File: src/pca_pkg.sv
`timescale 1ns / 1ps
// ----------------------------------------------------------------------------
// pca_pkg: shared types and constants for the pair correlation accumulator
// Field widths, command and result structs, fixed-point constants.
// ----------------------------------------------------------------------------
package pca_pkg;

   // sizing
   localparam int NUM_K      = 4;
   localparam int TIME_BINS  = 16;
   localparam int KCW        = (NUM_K > 1) ? $clog2(NUM_K) : 1;
   localparam int LW         = (TIME_BINS > 1) ? $clog2(TIME_BINS) : 1;
   localparam int ACC_DEPTH  = NUM_K * TIME_BINS;
   localparam int AW         = (ACC_DEPTH > 1) ? $clog2(ACC_DEPTH) : 1;

   // field widths
   localparam int POS_W  = 24;
   localparam int ID_W   = 20;
   localparam int LAG_W  = 4;
   localparam int TOT_W  = 20;
   localparam int WAVE_W = 16;
   localparam int DISP_W = 26;
   localparam int SUM_W  = 27;
   localparam int ACC_W  = 48;
   localparam int CNT_W  = 32;
   localparam int COS_W  = 16;
   localparam int CORR_W = 32;
   localparam int CSR_IW = 3;
   localparam int CSR_DW = 24;

   // queue
   localparam int QDEPTH = 4;
   localparam int QAW    = 2;

   // opcodes
   localparam logic [1:0] OP_PAIR   = 2'd0;
   localparam logic [1:0] OP_SAMPLE = 2'd1;
   localparam logic [1:0] OP_READ   = 2'd2;
   localparam logic [1:0] OP_UNUSED = 2'd3;

   // register indexes
   localparam logic [CSR_IW-1:0] CSR_BOX_X  = 3'd0;
   localparam logic [CSR_IW-1:0] CSR_BOX_Y  = 3'd1;
   localparam logic [CSR_IW-1:0] CSR_BOX_Z  = 3'd2;
   localparam logic [CSR_IW-1:0] CSR_WAVE_0 = 3'd3;
   localparam logic [CSR_IW-1:0] CSR_MAX_DT = 3'd7;

   // phase scale (about 2^38 / (6*pi)) split into two 17-bit halves
   localparam logic [33:0] PHASE_MUL = 34'd14582725879;
   localparam logic [16:0] PHASE_HI  = PHASE_MUL[33:17];
   localparam logic [16:0] PHASE_LO  = PHASE_MUL[16:0];

   // sine polynomial
   localparam logic [14:0] POLY_A = 15'd25736;
   localparam logic [14:0] POLY_B = 15'd10512;
   localparam logic [14:0] POLY_C = 15'd1160;

   typedef struct packed {
      logic [1:0]        opcode;
      logic [POS_W-1:0]  pos_a_x;
      logic [POS_W-1:0]  pos_a_y;
      logic [POS_W-1:0]  pos_a_z;
      logic [POS_W-1:0]  pos_b_x;
      logic [POS_W-1:0]  pos_b_y;
      logic [POS_W-1:0]  pos_b_z;
      logic [ID_W-1:0]   particle_id_a;
      logic [ID_W-1:0]   particle_id_b;
      logic [LAG_W-1:0]  time_lag;
      logic [TOT_W-1:0]  particle_total;
   } req_type;

   typedef struct packed {
      logic [1:0]               wave_index;
      logic [3:0]               lag_index;
      logic signed [CORR_W-1:0] correlation;
      logic                     last;
   } rsp_type;

   typedef struct packed {
      logic [POS_W-1:0]                box_x;
      logic [POS_W-1:0]                box_y;
      logic [POS_W-1:0]                box_z;
      logic [NUM_K-1:0][WAVE_W-1:0]    wave_number;
      logic [LAG_W-1:0]                max_delta_t;
   } cfg_type;

   typedef enum logic [2:0] {
      CMD_PAIR   = 3'b001,
      CMD_SAMPLE = 3'b010,
      CMD_READ   = 3'b100
   } cmd_kind_type;

   typedef struct packed {
      cmd_kind_type             kind;
      logic [LAG_W-1:0]         lag;
      logic signed [DISP_W-1:0] dx;
      logic signed [DISP_W-1:0] dy;
      logic signed [DISP_W-1:0] dz;
      logic [TOT_W-1:0]         total;
   } cmd_type;

   typedef struct packed {
      logic                    valid;
      logic [WAVE_W-1:0]       k;
      logic signed [SUM_W-1:0] s;
      logic [AW-1:0]           addr;
   } cos_req_type;

   typedef struct packed {
      logic          valid;
      logic [AW-1:0] addr;
   } cos_tag_type;

   typedef struct packed {
      logic                    valid;
      logic [AW-1:0]           addr;
      logic signed [COS_W-1:0] value;
   } cos_rsp_type;

endpackage

File: src/pca_queue.sv
`timescale 1ns / 1ps
// ----------------------------------------------------------------------------
// pca_queue: command queue
// Short first-in first-out buffer between the front and back parts.
// ----------------------------------------------------------------------------
module pca_queue (
   input  logic              clock,
   input  logic              reset,
   input  logic              push,
   input  pca_pkg::cmd_type  push_cmd,
   output logic              full,
   input  logic              pop,
   output logic              empty,
   output pca_pkg::cmd_type  head
);

   pca_pkg::cmd_type            mem_ff [pca_pkg::QDEPTH];
   logic [pca_pkg::QAW-1:0]     wr_ff, wr_in;
   logic [pca_pkg::QAW-1:0]     rd_ff, rd_in;
   logic [pca_pkg::QAW:0]       cnt_ff, cnt_in;

   assign full  = (cnt_ff == (pca_pkg::QAW+1)'(pca_pkg::QDEPTH));
   assign empty = (cnt_ff == '0);
   assign head  = mem_ff[rd_ff];

   // advance pointers and fill count
   always_comb begin
      wr_in  = push ? wr_ff + 1'b1 : wr_ff;
      rd_in  = pop ? rd_ff + 1'b1 : rd_ff;
      cnt_in = cnt_ff;
      if (push && !pop) begin
         cnt_in = cnt_ff + 1'b1;
      end else if (pop && !push) begin
         cnt_in = cnt_ff - 1'b1;
      end
   end

   always_ff @(posedge clock) begin
      if (reset) begin
         wr_ff  <= '0;
         rd_ff  <= '0;
         cnt_ff <= '0;
      end else begin
         wr_ff  <= wr_in;
         rd_ff  <= rd_in;
         cnt_ff <= cnt_in;
      end
   end

   always_ff @(posedge clock) begin
      if (push) begin
         mem_ff[wr_ff] <= push_cmd;
      end
   end

endmodule

File: config.mk
export PLATFORM = sky130hd
export DESIGN_NAME = pca_queue
export DESIGN_NICKNAME = d
export VERILOG_FILES = /design/src/pca_pkg.sv /design/src/pca_queue.sv
export SDC_FILE = /design/constraint.sdc
export NUM_CORES = 1
export LEC_CHECK = 0
export ABC_AREA = 1
export BUFFER_PORTS_ARGS = -buffer_cell sky130_fd_sc_hd__buf_4
export CAP_MARGIN = 20
export CORE_MARGIN = 2
export CORE_UTILIZATION = 45
export DETAILED_ROUTE_END_ITERATION = 10
export HOLD_SLACK_MARGIN = 0.03
export PLACE_DENSITY_LB_ADDON = 0.12
export SETUP_SLACK_MARGIN = 0.02
export SYNTH_ARGS = -nofsm -noshare
export SYNTH_HDL_FRONTEND = slang
export SYNTH_SLANG_ARGS = --single-unit
File: constraint.sdc
create_clock -name clock -period 4.9 [get_ports clock]
set_clock_uncertainty 0.15 [all_clocks]
set_input_delay 0.98 -clock clock [delete_from_list [all_inputs] [get_ports clock]]
set_output_delay 0.98 -clock clock [all_outputs]
set_load 0.05 [all_outputs]
==> run summary <==
die area -> 0.0373 sq mm
met1 Track Usage GR -> 0.256
WP buf/inv -> 2
switching pwr -> 2.24 mW
antenna-violating nets left -> 0
total negative slack -> 0 ns
# hold bufs at CTS -> 0
Slew @ Worst Pin -> 0.878 ns
CTS Buf Count -> 45
CP peak stage delay -> 0.65 ns
PortBufs -> 215
Internal Power -> 6.34 mW
Ports -> 216
placed wire-length estimate -> 18900 microns
Max-slew headroom -> 0.415
post-synthesis register bit count -> 429
H-tree levels -> 2
max-slew violation count -> 0
Post-Place Setup Slack -> 1.72 ns
Tcrit/Tclk final -> 0.754
Root Buffer -> clkbuf_16
Top Usage Layer GRT -> met2
RSZ-0062 raised after global routing -> false
Worst setup EP type -> primary output
vias in the first global route -> 9230
Cells after Synth -> 1073
Gate power share -> 0.141
Setup WS post-layout -> 1.20 ns
part of the power in registers -> 0.494
clk slew on worst S/H paths -> 0.06 ns
post-synth cell types -> 25
met2 Track Usage GR -> 0.298
type of the worst min-delay path -> reg -> reg
CP cell instances -> buf_4 > o21ai_0 > o22ai_1 > buf_4
Worst path slowest cell -> buf_4
Synth area leader -> edfxtp_1
Clock Power Share -> 0.365
Post-CTS Resized -> 0
min Tclk post-route -> 3.70 ns
Startpoint Class -> register
M3 GR Usage -> 0.0452
critical path class -> reg -> out
setup bufs post-CTS -> 0
largest net degree at the start of global routing -> 111
yosys warns -> 0
num rows -> 69
Vias -> 9433
CTS tree -> built
Leak -> 6.73 nW
1st-iter DRT viols -> 494
initial antenna violation count -> 1
Synth area leaders -> edfxtp_1, nor2_1, o22ai_1
final core occ -> 0.547
Max FO, Critical Path -> 68
Max-Cap Viols -> 0
Critical Path Most Common Cell -> buf_4
VDD IR max -> 316 uV
final net count -> 1394
Die Ht -> 193 microns
Die X -> 193 microns
sequential share of the synthesized area -> 0.795
layout cells sized above 1 -> 0.228
Netlist Area Pre-Place -> 0.0161 sq mm
area delta synth->final -> 20.2%
maximum clock path buffer count -> 3
Via density -> 5.31
Mapped Nets -> 1188
Fin. Hold Viols -> 0
CP Data Required Time -> 3.77 ns
gr usage total -> 0.186
core area -> 0.0354 sq mm
sw frac -> 0.261
Initial Utilization -> 0.455
number of clock sinks -> 429
crit path DAT -> 2.57 ns
Placer Congestion -> 0.710
Power Density -> 443 mW/mm^2
total gr overflow -> 0
TritonRoute pass-1 iters -> 5
Yosys top cell area share -> 0.784
setup violators final -> 0
wire per inst -> 19.6 microns
DRC viols -> 0
Routed WL -> 34900 microns
outcome -> finished, final reports clean
worst-skew pair later-pin latency -> 0.55 ns
Mean Syn Cell Area -> 15.0 sq um
first-pass GRT wire length -> 52500 microns
Fmax -> 271 MHz
kind of cell adding the most delay to the critical path -> buffers and inverters
==> cells in the final DEF, fill, tap and decap left out, drive strengths merged <==
master    count
bufinv        1
nand3         1
nand4         1
o21ai       215
clkbuf       58
ha            5
o22ai       105
clkinvlp      2
a21oi         3
diode         1
xor2          1
fa            1
clkinv       20
nor3          2
edfxtp      420
nand2         9
buf         227
dfxtp         9
inv          18
nor2        216
==> worst register-to-register path: cells and delay by family, from the launching register on <==
family / cells / cell delay [ns]
adder cells (fa/ha/maj): 1 / 0.15
flip-flops: 1 / 0.32
buffers and inverters: 3 / 1.16
AND/OR/NAND/NOR: 1 / 0.08
==> final cells by class <==
cell class	count	area (sq um)
clock inverters	24	146
repair buffers	227	1800
multi-input cells	559	2720
diodes	1	2.50
flip-flops and latches	429	12800
inverters	17	80.1
fillers	2924	16000
clock buffers	58	1220
well taps	461	577
==> synthesized netlist by cell type (all sizes together) <==
cell and instances:
nand4 1, nand2 9, nor3 2, fa 1, buf 45, nand3 1
nor2 216, o22ai 105, dfxtp 9, ha 5, inv 17, edfxtp 420
xor2 1, clkbuf 23, a21oi 3, o21ai 215
==> path summary, 6_finish.rpt <==
kind | start | cells past startpoint | end | slack, ns
setup / recovery | register | 4 | head[72] | 1.20
hold / removal | rd_ff[1] | 1 | register | 0.30
setup reg to reg | wr_ff[0] | 5 | mem_ff[2][58] | 2.66
hold reg to reg | rd_ff[1] | 1 | register | 0.30
==> routing by layer <==
metal | vias to the layer above | wire [microns]
li1 | 4482 | -
met1 | 4655 | 15400
met5 | - | 0
met3 | 41 | 2380
met2 | 255 | 16500
met4 | 0 | 562
==> sequential cells by signal (all words and copies together), names as in the netlist, named ones only <==
name	flops
cnt_ff	3
mem_ff	420
rd_ff	2
wr_ff	2
==> power by group through the flow <==
stage	Combinational, mW	Clock [mW]	Sequential [mW]
after global routing	1.29	3.35	4.25
after floorplan	0.811	0	4.31
after CTS	1.23	3.21	4.24
final	1.21	3.13	4.24
after global placement	1.22	0	4.31
after detailed placement	1.22	0	4.32
==> kinds of logic after synthesis <==
logic type | share of synthesized area
adders and majority gates | 0.00513
buffers and inverters | 0.0361
DFF | 0.795
xor gates and xnor gates | 0.000544
and+or+nand+nor | 0.0538
AOI/OAI and AO/OA | 0.110
==> per-stage QoR <==
step	power, mW	std cells	cell area (sq um)	hold slack (ns)
after floorplan	5.13	1073	16100	0.262
after global placement	5.53	1693	18000	0.279
after detailed placement	5.54	1693	18000	0.293
after CTS	8.68	1775	19300	0.302
after global routing	8.89	1775	19300	0.333
final	8.57	1776	19400	0.302
No activity file was read; power rests on OpenSTA's default activity.
