`config.mk`:
```
export PLATFORM = sky130hd
export DESIGN_NAME = pca_cos
export DESIGN_NICKNAME = d
export VERILOG_FILES = /design/src/pca_pkg.sv /design/src/pca_cos.sv
export SDC_FILE = /design/constraint.sdc
export NUM_CORES = 2
export LEC_CHECK = 0
export BUFFER_PORTS_ARGS = -buffer_cell sky130_fd_sc_hd__clkbuf_2
export CORE_MARGIN = 2
export CORE_UTILIZATION = 70
export DETAILED_ROUTE_END_ITERATION = 10
export PLACE_DENSITY_LB_ADDON = 0.25
export SYNTH_ARGS = -nofsm -noshare
export SYNTH_HDL_FRONTEND = slang
export SYNTH_SLANG_ARGS = --single-unit
```
`constraint.sdc`:
```
create_clock -name clock -period 12.7 [get_ports clock]
set_input_delay 2.54 -clock clock [delete_from_list [all_inputs] [get_ports clock]]
set_output_delay 2.54 -clock clock [all_outputs]
set_load 0.05 [all_outputs]
```
`src/pca_pkg.sv`:
```
`timescale 1ns / 1ps
// ----------------------------------------------------------------------------
// pca_pkg: shared types and constants for the pair correlation accumulator
// Field widths, command and result structs, fixed-point constants.
// ----------------------------------------------------------------------------
package pca_pkg;

   // sizing
   localparam int NUM_K      = 4;
   localparam int TIME_BINS  = 16;
   localparam int KCW        = (NUM_K > 1) ? $clog2(NUM_K) : 1;
   localparam int LW         = (TIME_BINS > 1) ? $clog2(TIME_BINS) : 1;
   localparam int ACC_DEPTH  = NUM_K * TIME_BINS;
   localparam int AW         = (ACC_DEPTH > 1) ? $clog2(ACC_DEPTH) : 1;

   // field widths
   localparam int POS_W  = 24;
   localparam int ID_W   = 20;
   localparam int LAG_W  = 4;
   localparam int TOT_W  = 20;
   localparam int WAVE_W = 16;
   localparam int DISP_W = 26;
   localparam int SUM_W  = 27;
   localparam int ACC_W  = 48;
   localparam int CNT_W  = 32;
   localparam int COS_W  = 16;
   localparam int CORR_W = 32;
   localparam int CSR_IW = 3;
   localparam int CSR_DW = 24;

   // queue
   localparam int QDEPTH = 4;
   localparam int QAW    = 2;

   // opcodes
   localparam logic [1:0] OP_PAIR   = 2'd0;
   localparam logic [1:0] OP_SAMPLE = 2'd1;
   localparam logic [1:0] OP_READ   = 2'd2;
   localparam logic [1:0] OP_UNUSED = 2'd3;

   // register indexes
   localparam logic [CSR_IW-1:0] CSR_BOX_X  = 3'd0;
   localparam logic [CSR_IW-1:0] CSR_BOX_Y  = 3'd1;
   localparam logic [CSR_IW-1:0] CSR_BOX_Z  = 3'd2;
   localparam logic [CSR_IW-1:0] CSR_WAVE_0 = 3'd3;
   localparam logic [CSR_IW-1:0] CSR_MAX_DT = 3'd7;

   // phase scale (about 2^38 / (6*pi)) split into two 17-bit halves
   localparam logic [33:0] PHASE_MUL = 34'd14582725879;
   localparam logic [16:0] PHASE_HI  = PHASE_MUL[33:17];
   localparam logic [16:0] PHASE_LO  = PHASE_MUL[16:0];

   // sine polynomial
   localparam logic [14:0] POLY_A = 15'd25736;
   localparam logic [14:0] POLY_B = 15'd10512;
   localparam logic [14:0] POLY_C = 15'd1160;

   typedef struct packed {
      logic [1:0]        opcode;
      logic [POS_W-1:0]  pos_a_x;
      logic [POS_W-1:0]  pos_a_y;
      logic [POS_W-1:0]  pos_a_z;
      logic [POS_W-1:0]  pos_b_x;
      logic [POS_W-1:0]  pos_b_y;
      logic [POS_W-1:0]  pos_b_z;
      logic [ID_W-1:0]   particle_id_a;
      logic [ID_W-1:0]   particle_id_b;
      logic [LAG_W-1:0]  time_lag;
      logic [TOT_W-1:0]  particle_total;
   } req_type;

   typedef struct packed {
      logic [1:0]               wave_index;
      logic [3:0]               lag_index;
      logic signed [CORR_W-1:0] correlation;
      logic                     last;
   } rsp_type;

   typedef struct packed {
      logic [POS_W-1:0]                box_x;
      logic [POS_W-1:0]                box_y;
      logic [POS_W-1:0]                box_z;
      logic [NUM_K-1:0][WAVE_W-1:0]    wave_number;
      logic [LAG_W-1:0]                max_delta_t;
   } cfg_type;

   typedef enum logic [2:0] {
      CMD_PAIR   = 3'b001,
      CMD_SAMPLE = 3'b010,
      CMD_READ   = 3'b100
   } cmd_kind_type;

   typedef struct packed {
      cmd_kind_type             kind;
      logic [LAG_W-1:0]         lag;
      logic signed [DISP_W-1:0] dx;
      logic signed [DISP_W-1:0] dy;
      logic signed [DISP_W-1:0] dz;
      logic [TOT_W-1:0]         total;
   } cmd_type;

   typedef struct packed {
      logic                    valid;
      logic [WAVE_W-1:0]       k;
      logic signed [SUM_W-1:0] s;
      logic [AW-1:0]           addr;
   } cos_req_type;

   typedef struct packed {
      logic          valid;
      logic [AW-1:0] addr;
   } cos_tag_type;

   typedef struct packed {
      logic                    valid;
      logic [AW-1:0]           addr;
      logic signed [COS_W-1:0] value;
   } cos_rsp_type;

endpackage

```
`src/pca_cos.sv`:
```
`timescale 1ns / 1ps
// ----------------------------------------------------------------------------
// pca_cos: phase and cosine pipeline
// Seven stages: k*s, split phase product, quadrant fold, then the sine
// polynomial one multiply per stage. No stall: one entry per cycle.
// ----------------------------------------------------------------------------
module pca_cos (
   input  logic                  clock,
   input  logic                  reset,
   input  pca_pkg::cos_req_type  cin,
   output pca_pkg::cos_tag_type  pre,
   output pca_pkg::cos_rsp_type  cout,
   output logic                  busy
);

   localparam int NST = 7;
   localparam logic [16:0] PHASE_HI_C = pca_pkg::PHASE_HI;
   localparam logic [16:0] PHASE_LO_C = pca_pkg::PHASE_LO;

   logic                  vld_ff  [NST];
   logic [pca_pkg::AW-1:0] addr_ff [NST];

   logic signed [43:0] p_ff, p_in;
   logic signed [61:0] hi_ff, hi_in, lo_ff, lo_in;
   logic signed [63:0] full;
   logic [15:0]        angle;
   logic [15:0]        turn;
   logic [14:0]        z3_ff, z3_in;
   logic               n3_ff, n4_ff, n5_ff, n6_ff;
   logic [14:0]        z4_ff, z5_ff, z6_ff;
   logic [14:0]        q4_ff, q4_in, q5_ff;
   logic [14:0]        t5_ff, t5_in;
   logic [14:0]        u6_ff, u6_in;
   logic [29:0]        zz, zc, zt, zu;
   logic [14:0]        y;
   logic signed [pca_pkg::COS_W-1:0] cos_ff, cos_in;

   // stage datapath
   always_comb begin
      p_in  = $signed({1'b0, cin.k}) * cin.s;
      hi_in = p_ff * $signed({1'b0, PHASE_HI_C});
      lo_in = p_ff * $signed({1'b0, PHASE_LO_C});
      full  = (64'(hi_ff) <<< 17) + 64'(lo_ff);
      angle = full[63:48];
      turn  = angle + 16'h4000;
      z3_in = turn[14] ? 15'(15'd16384 - {1'b0, turn[13:0]}) : {1'b0, turn[13:0]};
      zz    = 30'(z3_ff) * 30'(z3_ff);
      q4_in = 15'(zz >> 14);
      zc    = 30'(q4_ff) * 30'(pca_pkg::POLY_C);
      t5_in = 15'(30'(pca_pkg::POLY_B) - (zc >> 14));
      zt    = 30'(q5_ff) * 30'(t5_ff);
      u6_in = 15'(30'(pca_pkg::POLY_A) - (zt >> 14));
      zu    = 30'(z6_ff) * 30'(u6_ff);
      y     = 15'(zu >> 14);
      cos_in = n6_ff ? -$signed({1'b0, y}) : $signed({1'b0, y});
   end

   // advance payload
   always_ff @(posedge clock) begin
      p_ff   <= p_in;
      hi_ff  <= hi_in;
      lo_ff  <= lo_in;
      z3_ff  <= z3_in;
      n3_ff  <= turn[15];
      z4_ff  <= z3_ff;
      n4_ff  <= n3_ff;
      q4_ff  <= q4_in;
      z5_ff  <= z4_ff;
      n5_ff  <= n4_ff;
      q5_ff  <= q4_ff;
      t5_ff  <= t5_in;
      z6_ff  <= z5_ff;
      n6_ff  <= n5_ff;
      u6_ff  <= u6_in;
      cos_ff <= cos_in;
      addr_ff[0] <= cin.addr;
      for (int i = 1; i < NST; i++) begin
         addr_ff[i] <= addr_ff[i-1];
      end
   end

   // advance valid flags
   always_ff @(posedge clock) begin
      if (reset) begin
         for (int i = 0; i < NST; i++) begin
            vld_ff[i] <= 1'b0;
         end
      end else begin
         vld_ff[0] <= cin.valid;
         for (int i = 1; i < NST; i++) begin
            vld_ff[i] <= vld_ff[i-1];
         end
      end
   end

   always_comb begin
      busy = 1'b0;
      for (int i = 0; i < NST; i++) begin
         busy = busy | vld_ff[i];
      end
   end

   assign pre.valid   = vld_ff[NST-2];
   assign pre.addr    = addr_ff[NST-2];
   assign cout.valid  = vld_ff[NST-1];
   assign cout.addr   = addr_ff[NST-1];
   assign cout.value  = cos_ff;

endmodule

```
==> reports/results.ini <==
[global_routing]
grt_start_max_net_pins = 54
use_met2_pct = 55.9
antenna_found_initial = 2
globalRouteOverflowTotal = 0
met3_usage_pct = 4.20
busiest_layer = met2
grt_pass1_vias = 52200
globalRouteMet1Util_pct = 40.6
track_usage_pct = 31.7
grt_pass1_wl_um = 259000

[floorplan]
coreArea_um2 = 99700
row_count = 116
die-area_um2 = 103000
io_pins = 83
die_w_um = 321
start_util_pct = 70.4
die_y_um = 321

[sta]
slew_violations = 0
worst_pin_slew_ns = 1.08
relSlewSlack_pct = 28.2
fin_crit_ns = 9.16
fin_tns_setup_ns = 0
fmax_mhz = 109
setup_viol = 0
fin_crit_sh_pct = 72.1
hold_viol_final = 0
rsz0062_at_grt = no
fin_skew_ns = 0.0545

[logic_synthesis]
synthCells = 7233
synth_cell_types = 105
seq_area_frac_synth_pct = 9.21
syn-num-nets = 9710
netlist_area_um2 = 70200
synth_area_per_cell_um2 = 9.70
synth-warning-count = 0
synth_top_area_share_pct = 43.0
synth.area.top_cells = fa_1 (43%), ha_1 (16%), inv_1 (10%), dfxtp_1 (9.2%), and2_1 (4.2%)
ys_async_sr_fraction_pct = 0
yosysTopAreaCell = fa_1
synth-seq-cells = 323
ys.flop_type = dfxtp_1
synth-edff-count = 0

[final_layout]
drive_above_1_share_pct = 3.32
fill_cells = 7202
final_core_util_pct = 73.3
multi_input_area_um2 = 56000
layout.area.seq_um2 = 6470
fin_nets = 9682
layout-area-overhead-vs-synth_pct = 4.14

[routing]
routed_wl_um = 155000
antenna_left = 0
dr.first_iter.drc_count = 2600
first_pass_iters = 5
drc_errors = 0
via_count = 47800
wl_per_cell_um = 18.2
viasPerCell = 5.60

[critical_path]
arrival_ns = 9.63
worst_setup_path_end_kind = flop
criticalPathCategory = input port to flop
cp-start-kind = input port
path_max_fanout = 27
cp.required_ns = 13.17

[clocking]
htreeDepth = 2
clock_latency_ns = 0.64
post-cts-setup-buffer-count = 0
cts.clk_slew.worst_paths_ns = 0.06
cts_sinks = 323
numCtsBuffers = 40
cts_hold_buf = 0
clockRootBuffer = clkbuf_16
cts_buffer_depth = 3
cts_resized = 0
cts_tree = yes

[job]
max_cap_viol_count = 0

[status]
status = finished clean

[place]
portBuffers = 82
gp_congestion = 0.926
place_hpwl_um = 132000

[hold_path]
holdCritPathClass = flop to flop

[layer usage]
metal  part of all wire (%)  up-vias
met4                    3.2        0
met3                    5.3      333
li1                       -    21800
met1                     40    24400
met5                      0        -
met2                     51     1333
[critical path: stages]
cell	delay, ns
clkbuf_2	0.53
nand2_1	0.17
fa_1	0.54
inv_1	0.05
fa_1	0.54
inv_1	0.06
fa_1	0.48
fa_1	0.55
inv_1	0.05
fa_1	0.49
fa_1	0.42
ha_1	0.39
and3_1	0.19
and3_1	0.16
a21oi_1	0.14
a2111oi_0	0.49
buf_4	0.23
o2111ai_1	0.20
a311oi_1	0.62
a211o_1	0.26
a41o_1	0.21
o21a_1	0.11
nor2_1	0.04
xnor2_1	0.11
[worst paths after layout]
check / startpoint / end / slack (ns) / cells past startpoint
max: cin[36] / p_ff[43] / 3.54 / 24
min: z5_ff[7] / z6_ff[7] / 0.31 / 0
max reg2reg: p_ff[15] / lo_ff[55] / 4.68 / 21
min reg2reg: z5_ff[7] / z6_ff[7] / 0.31 / 0
[area by class of cell]
| cell class | instances | share of cell area [%] |
|---|---|---|
| clock buffer | 49 | 1.51 |
| timing repair buffer | 96 | 0.705 |
| multi-input combinational | 4853 | 76.6 |
| tap | 1298 | 2.22 |
| clock inverter | 24 | 0.404 |
| antenna | 1 | 0.00342 |
| inverter | 1891 | 9.71 |
| sequential | 323 | 8.85 |
[stage by stage]
stage	cell area, µm²	hold slack [ns]	cells	worst slack, ns
final	73100	0.313	8535	3.54
after global placement	71700	0.310	8461	3.22
after floorplan	70200	0.310	7233	3.82
after global routing	73100	0.317	8534	3.16
after CTS	73100	0.313	8534	3.59
after detailed placement	71700	0.312	8461	3.00
[registers in the layout, summed over array words and instances (netlist names)]
register / flops
z3_ff: 15
n3_ff: 1
q4_ff: 15
n4_ff: 1
n5_ff: 1
z6_ff: 15
u6_ff: 15
q5_ff: 15
z4_ff: 15
cos_ff: 16
lo_ff: 45
t5_ff: 14
vld_ff: 7
z5_ff: 15
n6_ff: 1
hi_ff: 46
p_ff: 44
addr_ff: 42
[Yosys cell counts (29+ instances only)]
| cell type | instances |
|---|---|
| clkbuf_1 | 159 |
| xnor2_1 | 188 |
| ha_1 | 918 |
| nor2b_1 | 29 |
| a21oi_1 | 184 |
| inv_1 | 1890 |
| nand2_1 | 636 |
| and2_1 | 466 |
| fa_1 | 1507 |
| o21a_1 | 34 |
| a21o_1 | 86 |
| nor2_1 | 140 |
| o21ai_0 | 95 |
| nand2b_1 | 30 |
| nand3_1 | 39 |
| nor3_1 | 44 |
| dfxtp_1 | 323 |
| xor2_1 | 78 |
[layout by cell type (no fill, tap or decap), types with 82 or more instances in the layout]
cell,instances
inv_1,1890
fa_1,1507
ha_1,918
nand2_1,636
and2_1,466
dfxtp_1,322
xnor2_1,188
a21oi_1,184
nor2_1,140
o21ai_0,95
a21o_1,86
clkbuf_2,82
[cells by family after synthesis]
family	count (synthesis)	share of synthesized area, %
xor+xnor	266	3.32
compound gates	630	6.12
mux	11	0.160
fa+ha+maj	2425	59.4
buf+inv	2057	11.0
flops	323	9.21
simple gates	1521	10.8
Power is not shown: default switching activity piles up to over one toggle a cycle in this logic, so the estimate is an artifact.
