<file path="config.mk">
export PLATFORM = sky130hd
export DESIGN_NAME = pca_front
export DESIGN_NICKNAME = d
export VERILOG_FILES = /design/src/pca_pkg.sv /design/src/pca_front.sv
export SDC_FILE = /design/constraint.sdc
export NUM_CORES = 1
export LEC_CHECK = 0
export ABC_AREA = 1
export BUFFER_PORTS_ARGS = -buffer_cell sky130_fd_sc_hd__buf_2
export CAP_MARGIN = 10
export CORE_MARGIN = 1.5
export CORE_UTILIZATION = 50
export CTS_BUF_LIST = sky130_fd_sc_hd__clkbuf_16
export CTS_CLUSTER_SIZE = 8
export DETAILED_ROUTE_END_ITERATION = 10
export PLACE_DENSITY = 0.81
export SYNTH_ARGS = -nofsm -noshare
export SYNTH_HDL_FRONTEND = slang
export SYNTH_SLANG_ARGS = --single-unit
export TNS_END_PERCENT = 30
</file>
<file path="constraint.sdc">
create_clock -name clock -period 7.69 [get_ports clock]
set_input_delay 1.1535 -clock clock [delete_from_list [all_inputs] [get_ports clock]]
set_output_delay 1.1535 -clock clock [all_outputs]
set_load 0.02 [all_outputs]
</file>
<file path="src/pca_pkg.sv">
`timescale 1ns / 1ps
// ----------------------------------------------------------------------------
// pca_pkg: shared types and constants for the pair correlation accumulator
// Field widths, command and result structs, fixed-point constants.
// ----------------------------------------------------------------------------
package pca_pkg;

   // sizing
   localparam int NUM_K      = 4;
   localparam int TIME_BINS  = 16;
   localparam int KCW        = (NUM_K > 1) ? $clog2(NUM_K) : 1;
   localparam int LW         = (TIME_BINS > 1) ? $clog2(TIME_BINS) : 1;
   localparam int ACC_DEPTH  = NUM_K * TIME_BINS;
   localparam int AW         = (ACC_DEPTH > 1) ? $clog2(ACC_DEPTH) : 1;

   // field widths
   localparam int POS_W  = 24;
   localparam int ID_W   = 20;
   localparam int LAG_W  = 4;
   localparam int TOT_W  = 20;
   localparam int WAVE_W = 16;
   localparam int DISP_W = 26;
   localparam int SUM_W  = 27;
   localparam int ACC_W  = 48;
   localparam int CNT_W  = 32;
   localparam int COS_W  = 16;
   localparam int CORR_W = 32;
   localparam int CSR_IW = 3;
   localparam int CSR_DW = 24;

   // queue
   localparam int QDEPTH = 4;
   localparam int QAW    = 2;

   // opcodes
   localparam logic [1:0] OP_PAIR   = 2'd0;
   localparam logic [1:0] OP_SAMPLE = 2'd1;
   localparam logic [1:0] OP_READ   = 2'd2;
   localparam logic [1:0] OP_UNUSED = 2'd3;

   // register indexes
   localparam logic [CSR_IW-1:0] CSR_BOX_X  = 3'd0;
   localparam logic [CSR_IW-1:0] CSR_BOX_Y  = 3'd1;
   localparam logic [CSR_IW-1:0] CSR_BOX_Z  = 3'd2;
   localparam logic [CSR_IW-1:0] CSR_WAVE_0 = 3'd3;
   localparam logic [CSR_IW-1:0] CSR_MAX_DT = 3'd7;

   // phase scale (about 2^38 / (6*pi)) split into two 17-bit halves
   localparam logic [33:0] PHASE_MUL = 34'd14582725879;
   localparam logic [16:0] PHASE_HI  = PHASE_MUL[33:17];
   localparam logic [16:0] PHASE_LO  = PHASE_MUL[16:0];

   // sine polynomial
   localparam logic [14:0] POLY_A = 15'd25736;
   localparam logic [14:0] POLY_B = 15'd10512;
   localparam logic [14:0] POLY_C = 15'd1160;

   typedef struct packed {
      logic [1:0]        opcode;
      logic [POS_W-1:0]  pos_a_x;
      logic [POS_W-1:0]  pos_a_y;
      logic [POS_W-1:0]  pos_a_z;
      logic [POS_W-1:0]  pos_b_x;
      logic [POS_W-1:0]  pos_b_y;
      logic [POS_W-1:0]  pos_b_z;
      logic [ID_W-1:0]   particle_id_a;
      logic [ID_W-1:0]   particle_id_b;
      logic [LAG_W-1:0]  time_lag;
      logic [TOT_W-1:0]  particle_total;
   } req_type;

   typedef struct packed {
      logic [1:0]               wave_index;
      logic [3:0]               lag_index;
      logic signed [CORR_W-1:0] correlation;
      logic                     last;
   } rsp_type;

   typedef struct packed {
      logic [POS_W-1:0]                box_x;
      logic [POS_W-1:0]                box_y;
      logic [POS_W-1:0]                box_z;
      logic [NUM_K-1:0][WAVE_W-1:0]    wave_number;
      logic [LAG_W-1:0]                max_delta_t;
   } cfg_type;

   typedef enum logic [2:0] {
      CMD_PAIR   = 3'b001,
      CMD_SAMPLE = 3'b010,
      CMD_READ   = 3'b100
   } cmd_kind_type;

   typedef struct packed {
      cmd_kind_type             kind;
      logic [LAG_W-1:0]         lag;
      logic signed [DISP_W-1:0] dx;
      logic signed [DISP_W-1:0] dy;
      logic signed [DISP_W-1:0] dz;
      logic [TOT_W-1:0]         total;
   } cmd_type;

   typedef struct packed {
      logic                    valid;
      logic [WAVE_W-1:0]       k;
      logic signed [SUM_W-1:0] s;
      logic [AW-1:0]           addr;
   } cos_req_type;

   typedef struct packed {
      logic          valid;
      logic [AW-1:0] addr;
   } cos_tag_type;

   typedef struct packed {
      logic                    valid;
      logic [AW-1:0]           addr;
      logic signed [COS_W-1:0] value;
   } cos_rsp_type;

endpackage

</file>
<file path="src/pca_front.sv">
`timescale 1ns / 1ps
// ----------------------------------------------------------------------------
// pca_front: input classification
// Accepts items, drops the ones that do nothing, folds pair displacements by
// the minimum image rule and hands commands to the queue.
// ----------------------------------------------------------------------------
module pca_front (
   input  logic              clock,
   input  logic              reset,
   input  pca_pkg::cfg_type  cfg,
   input  logic              req_valid,
   output logic              req_ready,
   input  pca_pkg::req_type  req_data,
   input  logic              q_full,
   output logic              q_push,
   output pca_pkg::cmd_type  q_cmd
);

   // fold one axis once into the periodic box
   function automatic logic signed [pca_pkg::DISP_W-1:0] fold(
      input logic [pca_pkg::POS_W-1:0] a,
      input logic [pca_pkg::POS_W-1:0] b,
      input logic [pca_pkg::POS_W-1:0] l
   );
      logic [pca_pkg::POS_W:0]             diff;
      logic signed [pca_pkg::DISP_W-1:0]   d;
      logic signed [pca_pkg::DISP_W:0]     d2;
      logic signed [pca_pkg::DISP_W:0]     ls;
      logic signed [pca_pkg::DISP_W-1:0]   le;
      diff = {1'b0, a} - {1'b0, b};
      d    = {diff[pca_pkg::POS_W], diff};
      d2   = {d, 1'b0};
      ls   = {3'b000, l};
      le   = {2'b00, l};
      if (d2 > ls) begin
         fold = d - le;
      end else if (d2 < -ls) begin
         fold = d + le;
      end else begin
         fold = d;
      end
   endfunction

   logic             vld_ff, vld_in;
   pca_pkg::cmd_type cmd_ff, cmd_in;
   logic             accept;
   logic             lag_ok;
   logic             keep;

   assign q_push    = vld_ff && !q_full;
   assign req_ready = !vld_ff || q_push;
   assign accept    = req_valid && req_ready;
   assign q_cmd     = cmd_ff;

   // classify the incoming item
   always_comb begin
      lag_ok = (req_data.time_lag <= cfg.max_delta_t) &&
               ({1'b0, req_data.time_lag} < (pca_pkg::LAG_W+1)'(pca_pkg::TIME_BINS));
      cmd_in.lag   = req_data.time_lag;
      cmd_in.total = req_data.particle_total;
      cmd_in.dx    = fold(req_data.pos_a_x, req_data.pos_b_x, cfg.box_x);
      cmd_in.dy    = fold(req_data.pos_a_y, req_data.pos_b_y, cfg.box_y);
      cmd_in.dz    = fold(req_data.pos_a_z, req_data.pos_b_z, cfg.box_z);
      cmd_in.kind  = pca_pkg::CMD_READ;
      keep         = 1'b0;
      unique case (req_data.opcode)
         pca_pkg::OP_PAIR: begin
            cmd_in.kind = pca_pkg::CMD_PAIR;
            keep = lag_ok && (req_data.particle_id_a != req_data.particle_id_b);
         end
         pca_pkg::OP_SAMPLE: begin
            cmd_in.kind = pca_pkg::CMD_SAMPLE;
            keep = lag_ok;
         end
         pca_pkg::OP_READ: begin
            cmd_in.kind = pca_pkg::CMD_READ;
            keep = 1'b1;
         end
         default: begin
            keep = 1'b0;
         end
      endcase
   end

   // hold one classified command
   always_comb begin
      if (accept && keep) begin
         vld_in = 1'b1;
      end else if (q_push) begin
         vld_in = 1'b0;
      end else begin
         vld_in = vld_ff;
      end
   end

   always_ff @(posedge clock) begin
      if (reset) begin
         vld_ff <= 1'b0;
      end else begin
         vld_ff <= vld_in;
      end
   end

   always_ff @(posedge clock) begin
      if (accept && keep) begin
         cmd_ff <= cmd_in;
      end
   end

endmodule

</file>
==> out/qor.yml <==
global_route:
  antenna_found_initial: 6
  grt_max_degree: 50
  grt_pass1_wl_um: 102100
  track_usage_pct: 28.14
  grt_pass1_vias: 20940
  grt_overflow: 0
logic_synthesis:
  synth_top_area_share_pct: 21.19
  yosysSeqAreaShare_pct: 14.64
  syn_inst: 3286
  synth.cell_area_sq_um: 21670
  synth.area.top_cells: "ha_1 21%, edfxtp_1 15%, nand2_1 11%"
  synth_top_area_cell: "ha_1"
  syn_nets: 4019
  synth-edff-count: 105
  yosysWarnings: 0
  avgSynthCellArea_sq_um: 6.596
  synth.distinct_cells: 57
  yosysMostFrequentCell: "nand2_1"
  yosys-top-cells-count: "659 x nand2_1, 543 x inv_1, 367 x ha_1"
  ys_seq_elements: 106
  async_flop_share_pct: 0
  ys.flop_type: "edfxtp_1"
setup_path:
  rrSetupSlack_ps: 5570
  cp-end-kind: "flop"
  worst_path_largest_cell_delay_ps: 610
  crit_slowest_cell: "nand2_1"
  reg2reg_to: "q_cmd[62]$_DFFE_PP_"
  cp-endpoint: "q_cmd[50]$_DFFE_PP_"
  cp_cell_sequence: "buf_2 > inv_1 > ha_1 > nand2_1 > nor4_2 > nand2_1 > nor3_1 > inv_1 > nor2_1 > nand4_1 > nor3_1 > nand2_1 > nor4_1 > ha_1 > nand2_1 > nor2_1 > a211oi_1 > nand2_1 > nor2_1 > nand3_1 > nand2_1 > nand2_1 > nand3_1 > nand2_1"
  cp_common_cell: "nand2_1"
  rr_worst_depth: 2
  start_kind: "input port"
  r2r_start: "vld_ff$_SDFFE_PP0P_"
  worst-endpoint-arrival_ps: 6190
  setup.worst_path.start: "cfg[93]"
  worst-path-max-fanout: 11
  crit_type: "input port to flop"
  cp.required_ps: 7820
placed_design:
  gp_congestion: 0.9758
  io_buffers: 396
  dpl.hpwl_um: 54840
  post-place-cells: 4203
final_layout:
  final_cells: 4226
  drive_gt1_share_pct: 12.77
  area_delta_synth_final_pct: 12.79
  num-nets-final: 4362
outcome:
  outcome: "finished clean"
clock_tree:
  cts_hold_buffers: 0
  cts.root.buffer_cell: "clkbuf_16"
  clk-insertion-delay-late_ps: 380
  clock_path_buffers: 2
  cts_setup_buffers: 0
  cts_resized: 0
  cts_tree: "done"
  numClockSinks: 106
  clk_pin_slew_worst_paths_ps: 80
  tritoncts.num_buffers: 9
  htreeDepth: 3
timing:
  grt_setup_unrepaired: "no"
  finalHoldViolations: 0
  max-slew-margin-rel_pct: 31.99
  tns_ps: 0
  timing.final.crit_period_ps: 6057
  finalCritPeriodShare_pct: 78.76
  clock.fmax_mhz: 165.1
  worst_pin_slew_ps: 1018
  finalClockSkew_ps: 23.62
  maxSlewViolCount: 0
  finalSetupViolCount: 0
routing:
  wirelength_um: 64140
  ant_nets: 0
  dr.pass1.iters: 5
  num_vias: 22550
  viasPerCell: 5.336
  drc_errors: 0
  first_iter_violations: 1765
  avgRoutedWirePerCell_um: 15.18
hold_path:
  min-delay-path-class: "flop to flop"
job:
  max-cap-violations: 0
floorplan:
  ios: 461
  core_area_sq_um: 42890
  num_rows: 76
  die_h_um: 211.2
  initial_core_util_pct: 50.54
  die-area_sq_um: 44610
  die_w_um: 211.2
power_and_ir_drop:
  p_leak_nw: 13.17
  peakVddDrop_mv: 0.1075
  cellPowerDensity_nw_per_um2: 187.4
[layout by cell type, fill, tap and decap left out, types with 4 or more instances in the layout]
cell type / count
a21o_1: 11
a221oi_1: 4
buf_4: 6
clkbuf_16: 9
o2111ai_1: 4
edfxtp_1: 105
nand3_1: 325
a211oi_1: 9
o31ai_1: 8
nor2_1: 264
fa_1: 12
ha_1: 367
o21ai_1: 4
a31oi_1: 16
a21oi_1: 285
nor3_1: 40
inv_2: 5
o21bai_1: 24
xnor2_1: 32
o211ai_1: 12
inv_1: 543
nor3_2: 4
buf_2: 396
nand2_1: 659
o21ai_0: 120
o21a_1: 10
nand4_1: 46
a21boi_0: 9
nor2_2: 4
xor2_1: 219
diode_2: 7
nand2_2: 11
o221ai_1: 4
nor4_1: 22
[where the power goes]
group	internal [mW]	switching, mW
logic	1.14	2.15
clock network	0.232	0.241
registers	0.789	0.0313
[registers in the layout, summed over array words and instances (netlist names)]
register / count
q_cmd: 105
vld_ff: 1
[logic make-up (layout without fill, tap and decap cells)]
| logic type | after synthesis | after routing | share of synthesized area, % |
|---|---|---|---|
| simple gates | 1397 | 1397 | 28.04 |
| buf+inv | 618 | 966 | 10.97 |
| compound gates | 535 | 535 | 13.91 |
| fa+ha+maj | 379 | 379 | 22.30 |
| xor+xnor | 251 | 251 | 10.14 |
| flops | 106 | 106 | 14.64 |
| other cells | 0 | 7 | 0 |
[routing by layer]
layer | share of wire, % | GRT usage [%] | wire, um | vias up
met3 | 7.2 | 4.297 | 4615 | 95
met5 | 0.042 | 0 | 27 | -
met4 | 2.5 | 8.621 | 1599 | 4
met1 | 46 | 38.19 | 29410 | 10090
met2 | 44 | 45.84 | 28480 | 781
li1 | - | - | - | 11590
[how the worst min path moves through the flow]
stage,start,end,cells after the start
floorplan,vld_ff$_SDFFE_PP0P_,vld_ff$_SDFFE_PP0P_,2
finish,vld_ff$_SDFFE_PP0P_,vld_ff$_SDFFE_PP0P_,2
detailed placement,vld_ff$_SDFFE_PP0P_,vld_ff$_SDFFE_PP0P_,2
global route,vld_ff$_SDFFE_PP0P_,vld_ff$_SDFFE_PP0P_,2
CTS,vld_ff$_SDFFE_PP0P_,vld_ff$_SDFFE_PP0P_,2
global placement,vld_ff$_SDFFE_PP0P_,vld_ff$_SDFFE_PP0P_,2
[metrics by stage]
step                      hold WS, ps  setup WS (ps)  util [%]  total power, mW  area, sq um
after floorplan                 619.4           2299         -            3.220        21680
after global routing            549.1           1125     56.98            5.034        24440
after CTS                       525.5           1770     56.96            4.554        24430
after global placement          517.4           1506     56.25            4.016        24120
after detailed placement        515.7           1383     56.25            4.062        24120
final                           518.1           1633     57.00            4.580        24450
[critical path: cells and delay by family]
family                     cells  cell delay, ps
AOI/OAI and AO/OA              1             210
adders and majority gates      2             590
buffers and inverters          3             410
and+or+nand+nor               18            3820
[layout make-up]
cell class | count | area, sq um
Sequential cell | 106 | 3173
Clock buffer | 9 | 225.2
Tap cell | 585 | 732.0
Fill cell | 4223 | 18440
Antenna cell | 7 | 17.52
Timing Repair Buffer | 402 | 2027
Clock inverter | 7 | 80.08
Inverter | 548 | 2057
Multi-Input combinational cell | 2562 | 16130
No activity file was read; power rests on OpenSTA's default activity.
